<file path="src/design/dfrq_pkg.sv">
// dfrq_pkg: shared types and constants for the display frame ring queue.
// Used by dfrq_flag_mem and display_frame_ring_queue; no dependencies.
package dfrq_pkg;

	localparam int PIC_W     = 5;
	localparam int PIC_SLOTS = 32;
	localparam int CNT_W     = 6;

	localparam logic [CNT_W-1:0] DEPTH_RESET = 6'd32;

	typedef enum logic [1:0] {
		ACT_ENQ   = 2'd0,
		ACT_DEQ   = 2'd1,
		ACT_DROP  = 2'd2,
		ACT_QUERY = 2'd3
	} action_t;

	typedef enum logic [1:0] {
		ST_OK      = 2'd0,
		ST_FULL    = 2'd1,
		ST_EMPTY   = 2'd2,
		ST_MISSING = 2'd3
	} status_t;

	typedef enum logic [1:0] {
		PIC_FREE   = 2'd0,
		PIC_QUEUED = 2'd1,
		PIC_SHOWN  = 2'd2
	} pic_state_t;

	typedef struct packed {
		logic             clear;
		logic             re;
		logic [PIC_W-1:0] raddr;
		logic             we;
		logic [PIC_W-1:0] waddr;
		pic_state_t       wdata;
	} flag_req_t;

endpackage

</file>
<file path="src/design/dfrq_ring_mem.sv">
// dfrq_ring_mem: ring entry store, one write port and one registered read port.
// Generic; no package dependencies.
module dfrq_ring_mem #(
	parameter int DEPTH = 32,
	parameter int WIDTH = 37
) (
	input  logic                     clk,
	input  logic                     we,
	input  logic [$clog2(DEPTH)-1:0] waddr,
	input  logic [WIDTH-1:0]         wdata,
	input  logic                     re,
	input  logic [$clog2(DEPTH)-1:0] raddr,
	output logic [WIDTH-1:0]         rdata
);

	logic [WIDTH-1:0] mem [DEPTH];
	logic [WIDTH-1:0] rdata_q;

	always_ff @(posedge clk) begin
		if (we) begin
			mem[waddr] <= wdata;
		end
		if (re) begin
			rdata_q <= mem[raddr];
		end
	end

	assign rdata = rdata_q;

endmodule

</file>
<file path="src/design/dfrq_flag_mem.sv">
// dfrq_flag_mem: per-picture state store with valid bits; invalid reads as free.
// Depends on dfrq_pkg.
module dfrq_flag_mem (
	input  logic                   clk,
	input  logic                   arst_n,
	input  dfrq_pkg::flag_req_t    req,
	output dfrq_pkg::pic_state_t   rdata
);

	dfrq_pkg::pic_state_t              mem [dfrq_pkg::PIC_SLOTS];
	logic [dfrq_pkg::PIC_SLOTS-1:0]    vld_q;
	dfrq_pkg::pic_state_t              rd_q;
	logic                              rd_vld_q;

	always_ff @(posedge clk or negedge arst_n) begin
		if (!arst_n) begin
			vld_q    <= '0;
			rd_vld_q <= 1'b0;
		end else begin
			if (req.clear) begin
				vld_q <= '0;
			end else if (req.we) begin
				vld_q[req.waddr] <= 1'b1;
			end
			if (req.re) begin
				rd_vld_q <= vld_q[req.raddr];
			end
		end
	end

	always_ff @(posedge clk) begin
		if (req.we) begin
			mem[req.waddr] <= req.wdata;
		end
		if (req.re) begin
			rd_q <= mem[req.raddr];
		end
	end

	assign rdata = rd_vld_q ? rd_q : dfrq_pkg::PIC_FREE;

endmodule

</file>
<file path="src/design/display_frame_ring_queue.sv">
// display_frame_ring_queue: ring queue of display entries with per-picture state.
// Each beat is registered in idle as the memory reads start; exec then does
// the read-modify-write and registers the result (drop-until goes on in the
// walk state). One item in flight: no beat is taken till the last is done.
// Drop-until pops one entry per cycle while the output is free.
// Reset and any depth write: queue empty, all pictures free; reset depth is 32.
module display_frame_ring_queue #(
	parameter int MAX_DEPTH    = 32,
	parameter int PAYLOAD_BITS = 32
) (
	input  logic                              clk,
	input  logic                              arst_n,
	input  logic                              cfg_valid,
	output logic                              cfg_ready,
	input  logic [dfrq_pkg::CNT_W-1:0]        cfg_data,
	input  logic                              in_valid,
	output logic                              in_ready,
	input  logic [1:0]                        action,
	input  logic [dfrq_pkg::PIC_W-1:0]        pic_index,
	input  logic [PAYLOAD_BITS-1:0]           payload,
	output logic                              out_valid,
	input  logic                              out_ready,
	output logic [1:0]                        status,
	output logic [dfrq_pkg::PIC_W-1:0]        out_picture_index,
	output logic [PAYLOAD_BITS-1:0]           out_payload,
	output logic [1:0]                        picture_state,
	output logic [dfrq_pkg::CNT_W-1:0]        frames_in_queue,
	output logic [dfrq_pkg::CNT_W-1:0]        dropped_count
);

	localparam int CW = dfrq_pkg::CNT_W;
	localparam int PW = dfrq_pkg::PIC_W;
	localparam int AW = $clog2(MAX_DEPTH);
	localparam int RW = PW + PAYLOAD_BITS;
	localparam logic [CW-1:0] MAX_CLAMP = (MAX_DEPTH > ((1 << CW) - 1)) ?
		{CW{1'b1}} : CW'(MAX_DEPTH);

	typedef enum logic [2:0] {
		S_IDLE = 3'b001,
		S_EXEC = 3'b010,
		S_WALK = 3'b100
	} fsm_t;

	fsm_t                    state_q, state_d;
	dfrq_pkg::action_t       act_q;
	logic [PW-1:0]           pic_q;
	logic [PAYLOAD_BITS-1:0] pay_q;
	logic [CW-1:0]           depth_q;
	logic [CW-1:0]           rp_q, rp_d;
	logic [CW-1:0]           cnt_q, cnt_d;
	logic [CW-1:0]           drop_q, drop_d;

	logic                    out_valid_q;
	dfrq_pkg::status_t       status_q, status_d;
	logic [PW-1:0]           opic_q, opic_d;
	logic [PAYLOAD_BITS-1:0] opay_q, opay_d;
	dfrq_pkg::pic_state_t    ostate_q, ostate_d;
	logic [CW-1:0]           frames_q;
	logic [CW-1:0]           dropped_q;

	logic                    in_fire, cfg_fire, out_free, fin;
	logic [CW-1:0]           live;
	logic                    pic_ok;
	logic [CW:0]             wsum, rp_inc;
	logic [CW-1:0]           wa, rp_next;

	logic                    ring_we, ring_re;
	logic [AW-1:0]           ring_raddr;
	logic [RW-1:0]           ring_rdata;
	logic [PW-1:0]           ring_rd_pic;
	dfrq_pkg::flag_req_t     flag_req;
	dfrq_pkg::pic_state_t    flag_rdata;

	assign cfg_ready = (state_q == S_IDLE);
	assign in_ready  = (state_q == S_IDLE) && !cfg_valid;
	assign in_fire   = in_valid && in_ready;
	assign cfg_fire  = cfg_valid && cfg_ready;
	assign out_free  = !out_valid_q || out_ready;

	always_comb begin
		if (depth_q == '0) begin
			live = CW'(1);
		end else if (depth_q > MAX_CLAMP) begin
			live = MAX_CLAMP;
		end else begin
			live = depth_q;
		end
	end

	assign pic_ok      = {1'b0, pic_q} < live;
	assign wsum        = {1'b0, rp_q} + {1'b0, cnt_q};
	assign wa          = (wsum >= {1'b0, live}) ? CW'(wsum - {1'b0, live}) : CW'(wsum);
	assign rp_inc      = {1'b0, rp_q} + (CW+1)'(1);
	assign rp_next     = (rp_inc == {1'b0, live}) ? '0 : CW'(rp_inc);
	assign ring_rd_pic = ring_rdata[RW-1 -: PW];

	always_comb begin
		state_d        = state_q;
		rp_d           = rp_q;
		cnt_d          = cnt_q;
		drop_d         = drop_q;
		fin            = 1'b0;
		status_d       = dfrq_pkg::ST_OK;
		opic_d         = '0;
		opay_d         = '0;
		ostate_d       = dfrq_pkg::PIC_FREE;
		ring_we        = 1'b0;
		ring_re        = in_fire;
		ring_raddr     = AW'(rp_q);
		flag_req       = '0;
		flag_req.clear = cfg_fire;
		flag_req.re    = in_fire;
		flag_req.raddr = pic_index;
		flag_req.wdata = dfrq_pkg::PIC_FREE;

		unique case (state_q)
			S_IDLE: begin
				if (in_fire) begin
					state_d = S_EXEC;
					drop_d  = '0;
				end
			end
			S_EXEC: begin
				if (out_free) begin
					unique case (act_q)
						dfrq_pkg::ACT_ENQ: begin
							fin = 1'b1;
							if (!pic_ok) begin
								status_d = dfrq_pkg::ST_MISSING;
							end else if (cnt_q >= live) begin
								status_d = dfrq_pkg::ST_FULL;
							end else begin
								ring_we        = 1'b1;
								flag_req.we    = 1'b1;
								flag_req.waddr = pic_q;
								flag_req.wdata = dfrq_pkg::PIC_QUEUED;
								cnt_d          = cnt_q + CW'(1);
							end
						end
						dfrq_pkg::ACT_DEQ: begin
							fin = 1'b1;
							if (cnt_q == '0) begin
								status_d = dfrq_pkg::ST_EMPTY;
							end else begin
								opic_d         = ring_rd_pic;
								opay_d         = ring_rdata[PAYLOAD_BITS-1:0];
								flag_req.we    = 1'b1;
								flag_req.waddr = ring_rd_pic;
								flag_req.wdata = dfrq_pkg::PIC_SHOWN;
								rp_d           = rp_next;
								cnt_d          = cnt_q - CW'(1);
							end
						end
						dfrq_pkg::ACT_DROP: begin
							if (!pic_ok || flag_rdata != dfrq_pkg::PIC_QUEUED) begin
								fin      = 1'b1;
								status_d = dfrq_pkg::ST_MISSING;
							end else begin
								state_d = S_WALK;
							end
						end
						dfrq_pkg::ACT_QUERY: begin
							fin = 1'b1;
							if (!pic_ok) begin
								status_d = dfrq_pkg::ST_MISSING;
							end else begin
								ostate_d = flag_rdata;
							end
						end
					endcase
				end
			end
			S_WALK: begin
				if (out_free) begin
					if (cnt_q == '0) begin
						fin      = 1'b1;
						status_d = dfrq_pkg::ST_MISSING;
					end else begin
						flag_req.we    = 1'b1;
						flag_req.waddr = ring_rd_pic;
						flag_req.wdata = dfrq_pkg::PIC_FREE;
						rp_d           = rp_next;
						cnt_d          = cnt_q - CW'(1);
						drop_d         = drop_q + CW'(1);
						if (ring_rd_pic == pic_q) begin
							fin = 1'b1;
						end else if (cnt_q == CW'(1)) begin
							fin      = 1'b1;
							status_d = dfrq_pkg::ST_MISSING;
						end else begin
							ring_re    = 1'b1;
							ring_raddr = AW'(rp_next);
						end
					end
				end
			end
			default: begin
				state_d = S_IDLE;
			end
		endcase

		if (fin) begin
			state_d = S_IDLE;
		end
	end

	always_ff @(posedge clk or negedge arst_n) begin
		if (!arst_n) begin
			state_q     <= S_IDLE;
			depth_q     <= dfrq_pkg::DEPTH_RESET;
			rp_q        <= '0;
			cnt_q       <= '0;
			drop_q      <= '0;
			out_valid_q <= 1'b0;
		end else begin
			state_q <= state_d;
			drop_q  <= drop_d;
			if (cfg_fire) begin
				depth_q <= cfg_data;
				rp_q    <= '0;
				cnt_q   <= '0;
			end else begin
				rp_q  <= rp_d;
				cnt_q <= cnt_d;
			end
			if (fin) begin
				out_valid_q <= 1'b1;
			end else if (out_ready) begin
				out_valid_q <= 1'b0;
			end
		end
	end

	always_ff @(posedge clk) begin
		if (in_fire) begin
			act_q <= dfrq_pkg::action_t'(action);
			pic_q <= pic_index;
			pay_q <= payload;
		end
		if (fin) begin
			status_q  <= status_d;
			opic_q    <= opic_d;
			opay_q    <= opay_d;
			ostate_q  <= ostate_d;
			frames_q  <= cnt_d;
			dropped_q <= drop_d;
		end
	end

	dfrq_ring_mem #(
		.DEPTH (MAX_DEPTH),
		.WIDTH (RW)
	) u_ring (
		.clk   (clk),
		.we    (ring_we),
		.waddr (AW'(wa)),
		.wdata ({pic_q, pay_q}),
		.re    (ring_re),
		.raddr (ring_raddr),
		.rdata (ring_rdata)
	);

	dfrq_flag_mem u_flags (
		.clk    (clk),
		.arst_n (arst_n),
		.req    (flag_req),
		.rdata  (flag_rdata)
	);

	assign out_valid         = out_valid_q;
	assign status            = status_q;
	assign out_picture_index = opic_q;
	assign out_payload       = opay_q;
	assign picture_state     = ostate_q;
	assign frames_in_queue   = frames_q;
	assign dropped_count     = dropped_q;

endmodule
</file>
<file path="config.mk">
export PLATFORM = sky130hd
export DESIGN_NAME = display_frame_ring_queue
export DESIGN_NICKNAME = d
export VERILOG_FILES = /design/src/design/dfrq_pkg.sv /design/src/design/dfrq_ring_mem.sv /design/src/design/dfrq_flag_mem.sv /design/src/design/display_frame_ring_queue.sv
export SDC_FILE = /design/constraint.sdc
export NUM_CORES = 2
export LEC_CHECK = 0
export BUFFER_PORTS_ARGS = -buffer_cell sky130_fd_sc_hd__buf_2
export CORE_ASPECT_RATIO = 1.1
export CORE_MARGIN = 8
export CORE_UTILIZATION = 63
export CTS_CLUSTER_SIZE = 10
export DETAILED_ROUTE_END_ITERATION = 12
export PLACE_DENSITY = 0.82
export SLEW_MARGIN = 20
export SYNTH_ARGS = -nofsm -noshare
export SYNTH_HDL_FRONTEND = slang
export SYNTH_SLANG_ARGS = --single-unit
</file>
<file path="constraint.sdc">
create_clock -name clk -period 8.05 [get_ports clk]
set_clock_uncertainty 0.2 [all_clocks]
set_input_delay 0.4025 -clock clk [delete_from_list [all_inputs] [get_ports clk]]
set_output_delay 0.4025 -clock clk [all_outputs]
set_load 0.1 [all_outputs]
</file>
Word-level counts from Yosys, hierarchy flattened
Memory sizes are Yosys's and may differ from the RTL's. A register that Yosys moved wholly into a read port is not among the register bits.
Cells that the tools add are included.

storage, ports and cells
  bits in registers = 153
  logic and storage cells = 158
  memory bits (read-only) = 0
  memory bits (writable) = 1248
  output and inout bits = 56
  bits of input ports = 50
  latch bits = 0
  memories = 2

cells by class
  shift operators = 0
  divide/modulo/power cells = 0
  $mul = 0
  equality and inequality tests = 18
  reductions and logical operators = 20
  $add $sub $neg = 6
  bitwise gates (word level) = 4
  multiplexer cells = 84
  magnitude comparators = 7

memory list
  name         depth  width  read ports  clocked after Yosys merged registers in  write ports  line                 RTL
  u_ring.mem   32     37     1           1                                        1            dfrq_ring_mem.sv:16  logic [WIDTH-1:0] mem [DEPTH];
  u_flags.mem  32     2      1           1                                        1            dfrq_flag_mem.sv:10  dfrq_pkg::pic_state_t mem [dfrq_pkg::PIC_SLOTS];

operators by type and width
  operator             number
  $mux 6               17
  $mux 32              2
  $mux 8               6
  $pmux 6 s2           4
  $or 32x32->32        1
  $pmux 8 s2           2
  $mux 5               6
  $mux 1               25
  $mux 2               10
  $mux 3               5
  $add 6x1->6 const B  2
  $logic_not 6->1      2
  $lt 5x6->1 const B   2
  $ne 3x3->1 const B   4
  $pmux 3 s3           1
  $pmux 2 s4           1
  $reduce_and 4->1     2
  $add 6x1->7 const B  1
  $add 6x6->7          1
  $eq 7x6->1           1
  $ge 7x6->1           1
  $eq 6x1->1 const B   1
  $ge 6x6->1           1
  $gt 6x6->1 const B   1
  other kinds (28)     40

Longest topological paths before layout
  depth in word-level cells = 16
  gate-level depth with buffers = 16
  mapped depth without buffers = 15

By module
A second synthesis with hierarchy kept.

unflattened totals
  cells, all modules = 3408
  area, all modules = 57605.2 um^2

by module, submodules not included
  module                    times used  cells an instance  seq. area each (um^2)  area an instance (um^2)
  dfrq_ring_mem             1           2605               36665.2                47217.8
  display_frame_ring_queue  1           519                3465.8                 6283.5
  dfrq_flag_mem             1           284                2807.7                 4103.9

Worst setup path before layout
Ideal clock, no wire load.

  path kind = flip-flop to flip-flop
  from = register cnt_q[0]
  to = memory u_ring.mem[16][0], enable pin
  slack = 2.240 ns
  required time = 7.419 ns
  data arrival time = 5.179 ns
  path buffers = 1
  clock period less this slack = 5.810 ns
  cell stages (with the launch flop) = 14
  library setup time = 0.431 ns
  cell sequence = dfrtp_1 -> ha_1 -> fa_1 -> ha_1 -> a21o_1 -> a21o_1 -> a21o_1 -> a21o_1 -> a2111oi_0 -> clkbuf_1 -> mux2i_1 -> and2_1 -> nand2_1 -> nor2_1

on the way
  longest elaborated chain between the ends = 8
  elaborated cells between the ends (all ways) = 12
  classes of those cells = 2 x add/sub; 2 x order compare; 8 x mux

RTL lines
  element                       line                             RTL
  from (decl)                   display_frame_ring_queue.sv:50   logic [CW-1:0] cnt_q, cnt_d;
  from (signal assigned)        display_frame_ring_queue.sv:224  cnt_q <= cnt_d;
  $ge 6x6->1                    display_frame_ring_queue.sv:130  end else if (cnt_q >= live) begin
  $mux 1                        display_frame_ring_queue.sv:130
  $mux 1                        display_frame_ring_queue.sv:128  if (!pic_ok) begin
  $mux 1                        display_frame_ring_queue.sv:125  unique case (act_q)
  $mux 1                        display_frame_ring_queue.sv:124  if (out_free) begin
  $mux 1                        display_frame_ring_queue.sv:116  unique case (state_q)
  $mux 1                        dfrq_ring_mem.sv:20              if (we) begin
  $mux 1 (implied by the code)  dfrq_ring_mem.sv:21              mem[waddr] <= wdata;
  to (decl)                     dfrq_ring_mem.sv:16

Several ways; a longest one is shown, not always the timed one.

Worst setup path after layout
  from = register rp_q[0]
  to = memory u_ring.mem[0][29], enable pin

on the way
  longest elaborated chain between the ends = 3
  elaborated cells between the ends (all ways) = 4
  classes of those cells = 2 x add/sub; 1 x order compare; 1 x mux

RTL lines
  element                                    line                             RTL
  from (decl)                                display_frame_ring_queue.sv:49   logic [CW-1:0] rp_q, rp_d;
  from (signal assigned)                     display_frame_ring_queue.sv:223  rp_q <= rp_d;
  $add 6x6->7 *                              display_frame_ring_queue.sv:91   assign wsum = {1'b0, rp_q} + {1'b0, cnt_q};
  $ge 7x6->1 or $sub 5x5->5 (tied branches)  display_frame_ring_queue.sv:92   assign wa = (wsum >= {1'b0, live}) ? CW'(wsum - {1'b0, live}) : CW'(wsum);
  $mux 5 *                                   display_frame_ring_queue.sv:92

Every way passes the cells marked *; elsewhere a longest branch is shown, timed or not.

==> flow_summary.toml <==
[run_status]
status = "finished, final reports clean"

[synth]
synth_adder_area_share_pct = 0.646
synth_seq_area_share_pct = 73.4
yosysTopAreaCellShare_pct = 70.8
yosys.area.top_type = "edfxtp_1"
postSynthAreaPerCell_um2 = 16.1
synth_seq_cells = 1440
synth-xor-area-share_pct = 0.285
synth_ff_type = "edfxtp_1"
syn_area_um2 = 58500
synth_compound_area_share_pct = 6.19
synthArstFlopShare_pct = 4.24
synth-simple-area-share_pct = 5.83
yosys_warnings = 0
synth_cell_type_count = 74
synth_mux_area_share_pct = 11.7
synth_top_family_by_area = "multiplexers"
netlist_top_cells_area = "edfxtp_1 71%, mux2i_1 7.7%, mux2_2 2.9%"
synth-edff-count = 1379
postSynthCellCount = 3623
synthesis.nets = 3702

[setup_path]
critPathLaunchType = "register"
path_cells = "ha_1, fa_1, ha_1, a21o_1, a21o_1, a21o_1, a21o_1, a2111oi_4, mux2i_1, nand3_1, nor2_4, buf_4"
crit_fanout = 21
critPathMaxStageDelay_ns = 0.89
rr_endpoint = "u_ring.mem[0][29]$_DFFE_PP_"
crit_type = "reg2reg"
r2r-start = "rp_q[0]$_DFFE_PN0P_"
ff2ff_path_depth = 12
worstSetupEndpointType = "register"
worst_ep_arrival_time_ns = 6.51
crit_top_cell = "a21o_1"
critPathRequiredTime_ns = 8.28
r2r_setup_slack_ns = 1.77
slowest_stage = "nor2_4"

[global_routing]
grt_pass1_wl_um = 220000
overflow = 0
antenna_found_initial = 7
grt_max_degree = 111
track_usage_pct = 28.9
first_global_vias = 34100

[cts]
ctsResizeCount = 0
clkSinkCount = 1440
clock_path_buffers = 3
htree_levels = 4
worstSkewPairLatency_ns = 0.78
cts_buffers = 164
path_clk_slew_ns = 0.06
cts-root-buf = "clkbuf_16"
cts_tree = "built"

[die]
rows = 117
start_util_pct = 63.4
core_um2 = 92200
io_pins = 106
dieArea_um2 = 103000
die_y_um = 336
die_x_um = 307

[placement]
io_buffer_count = 105
dp_worst_setup_slack_ns = 1.67
place_congestion = 0.885
hpwl_um = 89000

[sta]
period_share_pct = 78.0
tns_ns = 0
setup_viol = 0
rsz0062_at_grt = "false"
fin_ws_ns = 1.77
period_needed_ns = 6.28
final-hold-violation-count = 0
clock.fmax_ghz = 0.159
drv_slew = 0
tightest_slew_ns = 1.05
slew_headroom_pct = 29.7

[finish]
fillers = 5298
syn_to_final_growth_pct = 13.6
multi_input_area_um2 = 14800
nets = 3962
seq_area_um2 = 42900
drive_above_1_share_pct = 17.4

[hold_path]
hp-class = "in2reg"
min_path_cells = 3
hp-start = "in_valid"
whs_endpoint = "state_q[1]$_DFFE_PN0P_"

[job]
drv_cap = 0

[power_and_ir_drop]
power.density_nw_per_um2 = 256
peakVddDrop_mv = 0.209
leakage_nw = 21.3
fin_total_pwr_w = 0.0170

[detailed_routing]
via_per_inst = 6.73
via_count = 34400
route.detailed.drc = 0
ant_nets = 0
drt-total-wl_um = 151000
first_pass_iters = 6
drtIter0Drc = 4629
wl_per_cell_um = 29.5
-- routing by layer --
layer	part of all wire [%]	wire length [um]	up-vias	GRT usage (%)
li1	-	-	14600	-
met1	36	53800	17000	37.1
met2	48	71800	2377	46.4
met3	11	17300	444	6.69
met4	5.4	8150	6	14.7
met5	0.028	43	-	0
-- metrics by stage --
step | instance area (um^2) | utilization, % | instances | hold slack (ns)
6_report | 66400 | 72.0 | 5116 | 0.0594
5_1_grt | 66400 | 72.0 | 5113 | 0.101
4_1_cts | 66300 | 71.9 | 5108 | 0.0372
3_5_place_dp | 61300 | 66.5 | 4853 | 0.265
3_3_place_gp | 61100 | 66.2 | 4843 | 0.252
2_1_floorplan | 58500 | - | 3623 | -0.0931
-- report_power, final --
part / leakage [nW] / internal (W) / total [W] / switching, W
clock: 2.20 / 0.00375 / 0.00649 / 0.00274
combinational: 5.87 / 0.000478 / 0.00198 / 0.00150
sequential: 13.3 / 0.00845 / 0.00853 / 0.0000850
-- state kept, by name, indices dropped and copies added (netlist names), 6 cells and up --
signal and count:
u_ring.rdata 37, pay_q 32, u_flags.mem 64, out_payload 32, cnt_q 6, drop_q 6, depth_q 6, dropped_count 6
rp_q 6, frames_in_queue 6, u_ring.mem 1184, u_flags.vld_q 32
-- critical path, delay by kind of cell (launching register included) --
family	cells	cell delay, ns
buf+inv	1	0.43
simple gates	2	1.44
compound gates	5	1.40
fa+ha+maj	3	1.11
flops	1	0.49
mux	1	0.84
-- placed cells by master, fill, tap and decap left out, types with 6 or more instances in the layout --
| master | count |
|---|---|
| a211oi_1 | 147 |
| a21o_1 | 32 |
| a21oi_1 | 27 |
| a311oi_1 | 140 |
| a31oi_1 | 6 |
| and2_1 | 52 |
| and3_1 | 11 |
| buf_12 | 24 |
| buf_16 | 7 |
| buf_2 | 105 |
| buf_4 | 121 |
| clkbuf_1 | 21 |
| clkbuf_16 | 169 |
| clkinv_2 | 6 |
| clkinv_8 | 6 |
| dfrtp_1 | 59 |
| dlygate4sd3_1 | 49 |
| edfxtp_1 | 1379 |
| ha_1 | 27 |
| inv_1 | 22 |
| mux2_2 | 151 |
| mux2i_1 | 449 |
| mux4_2 | 30 |
| nand2_1 | 373 |
| nand2b_1 | 10 |
| nand3_1 | 19 |
| nor2_1 | 211 |
| nor2_4 | 33 |
| nor2b_1 | 12 |
| nor3_1 | 17 |
| nor4_1 | 39 |
| o21a_1 | 16 |
| o21ai_0 | 37 |
| or3_1 | 7 |
| xnor2_1 | 11 |
| xor2_1 | 8 |
-- cells in the mapped netlist (11+ instances only) --
master / number
edfxtp_1: 1379
mux2i_1: 449
nand2_1: 374
nor2_1: 244
mux2_2: 151
a211oi_1: 147
a311oi_1: 144
clkbuf_1: 103
dfrtp_1: 59
buf_2: 58
and2_1: 52
nor4_1: 39
o21ai_0: 37
a21o_1: 32
buf_4: 32
mux4_2: 30
a21oi_1: 28
ha_1: 27
inv_1: 24
nand3_1: 19
buf_1: 17
nor3_1: 17
o21a_1: 17
nor2b_1: 12
and3_1: 11
xnor2_1: 11
-- timing repair --
action,4_1_cts,5_1_grt
endpoints found under the hold margin,107,0
setup buffers,0,0
setup endpoints to repair,0,0
hold buffers,49,0
-- logic make-up (layout without fill, tap and decap cells) --
| kind of cell | Yosys count | in the layout |
|---|---|---|
| AOI/OAI and AO/OA | 471 | 471 |
| xor gates and xnor gates | 19 | 19 |
| and+or+nand+nor | 795 | 795 |
| other | 0 | 3 |
| muxes | 630 | 630 |
| adders and majority gates | 29 | 29 |
| buffers and inverters | 239 | 539 |
| DFF | 1440 | 1440 |
-- final cells by class --
| type | count | share of cell area (%) |
|---|---|---|
| multi-input combinational | 1944 | 22.3 |
| sequential | 1440 | 64.6 |
| timing repair buffer | 307 | 3.93 |
| inverter | 26 | 0.151 |
| clock buffer | 192 | 6.53 |
| clock inverter | 14 | 0.245 |
| tap | 1190 | 2.24 |
| antenna | 3 | 0.0113 |
-- worst max path at each step --
stage | end | slack (ns) | start | cells after the start
floorplan | u_ring.mem[16][0]$_DFFE_PP_ | 2.24 | cnt_q[0]$_DFF_PN0_ | 13
global placement | u_ring.mem[0][29]$_DFFE_PP_ | 1.85 | rp_q[0]$_DFFE_PN0P_ | 12
detailed placement | u_ring.mem[0][23]$_DFFE_PP_ | 1.67 | rp_q[0]$_DFFE_PN0P_ | 12
CTS | u_ring.mem[0][25]$_DFFE_PP_ | 1.59 | rp_q[0]$_DFFE_PN0P_ | 12
global route | u_ring.mem[2][22]$_DFFE_PP_ | 1.61 | depth_q[3]$_DFFE_PN0P_ | 14
finish | u_ring.mem[0][29]$_DFFE_PP_ | 1.77 | rp_q[0]$_DFFE_PN0P_ | 12
(Power assumes the default switching activity.)
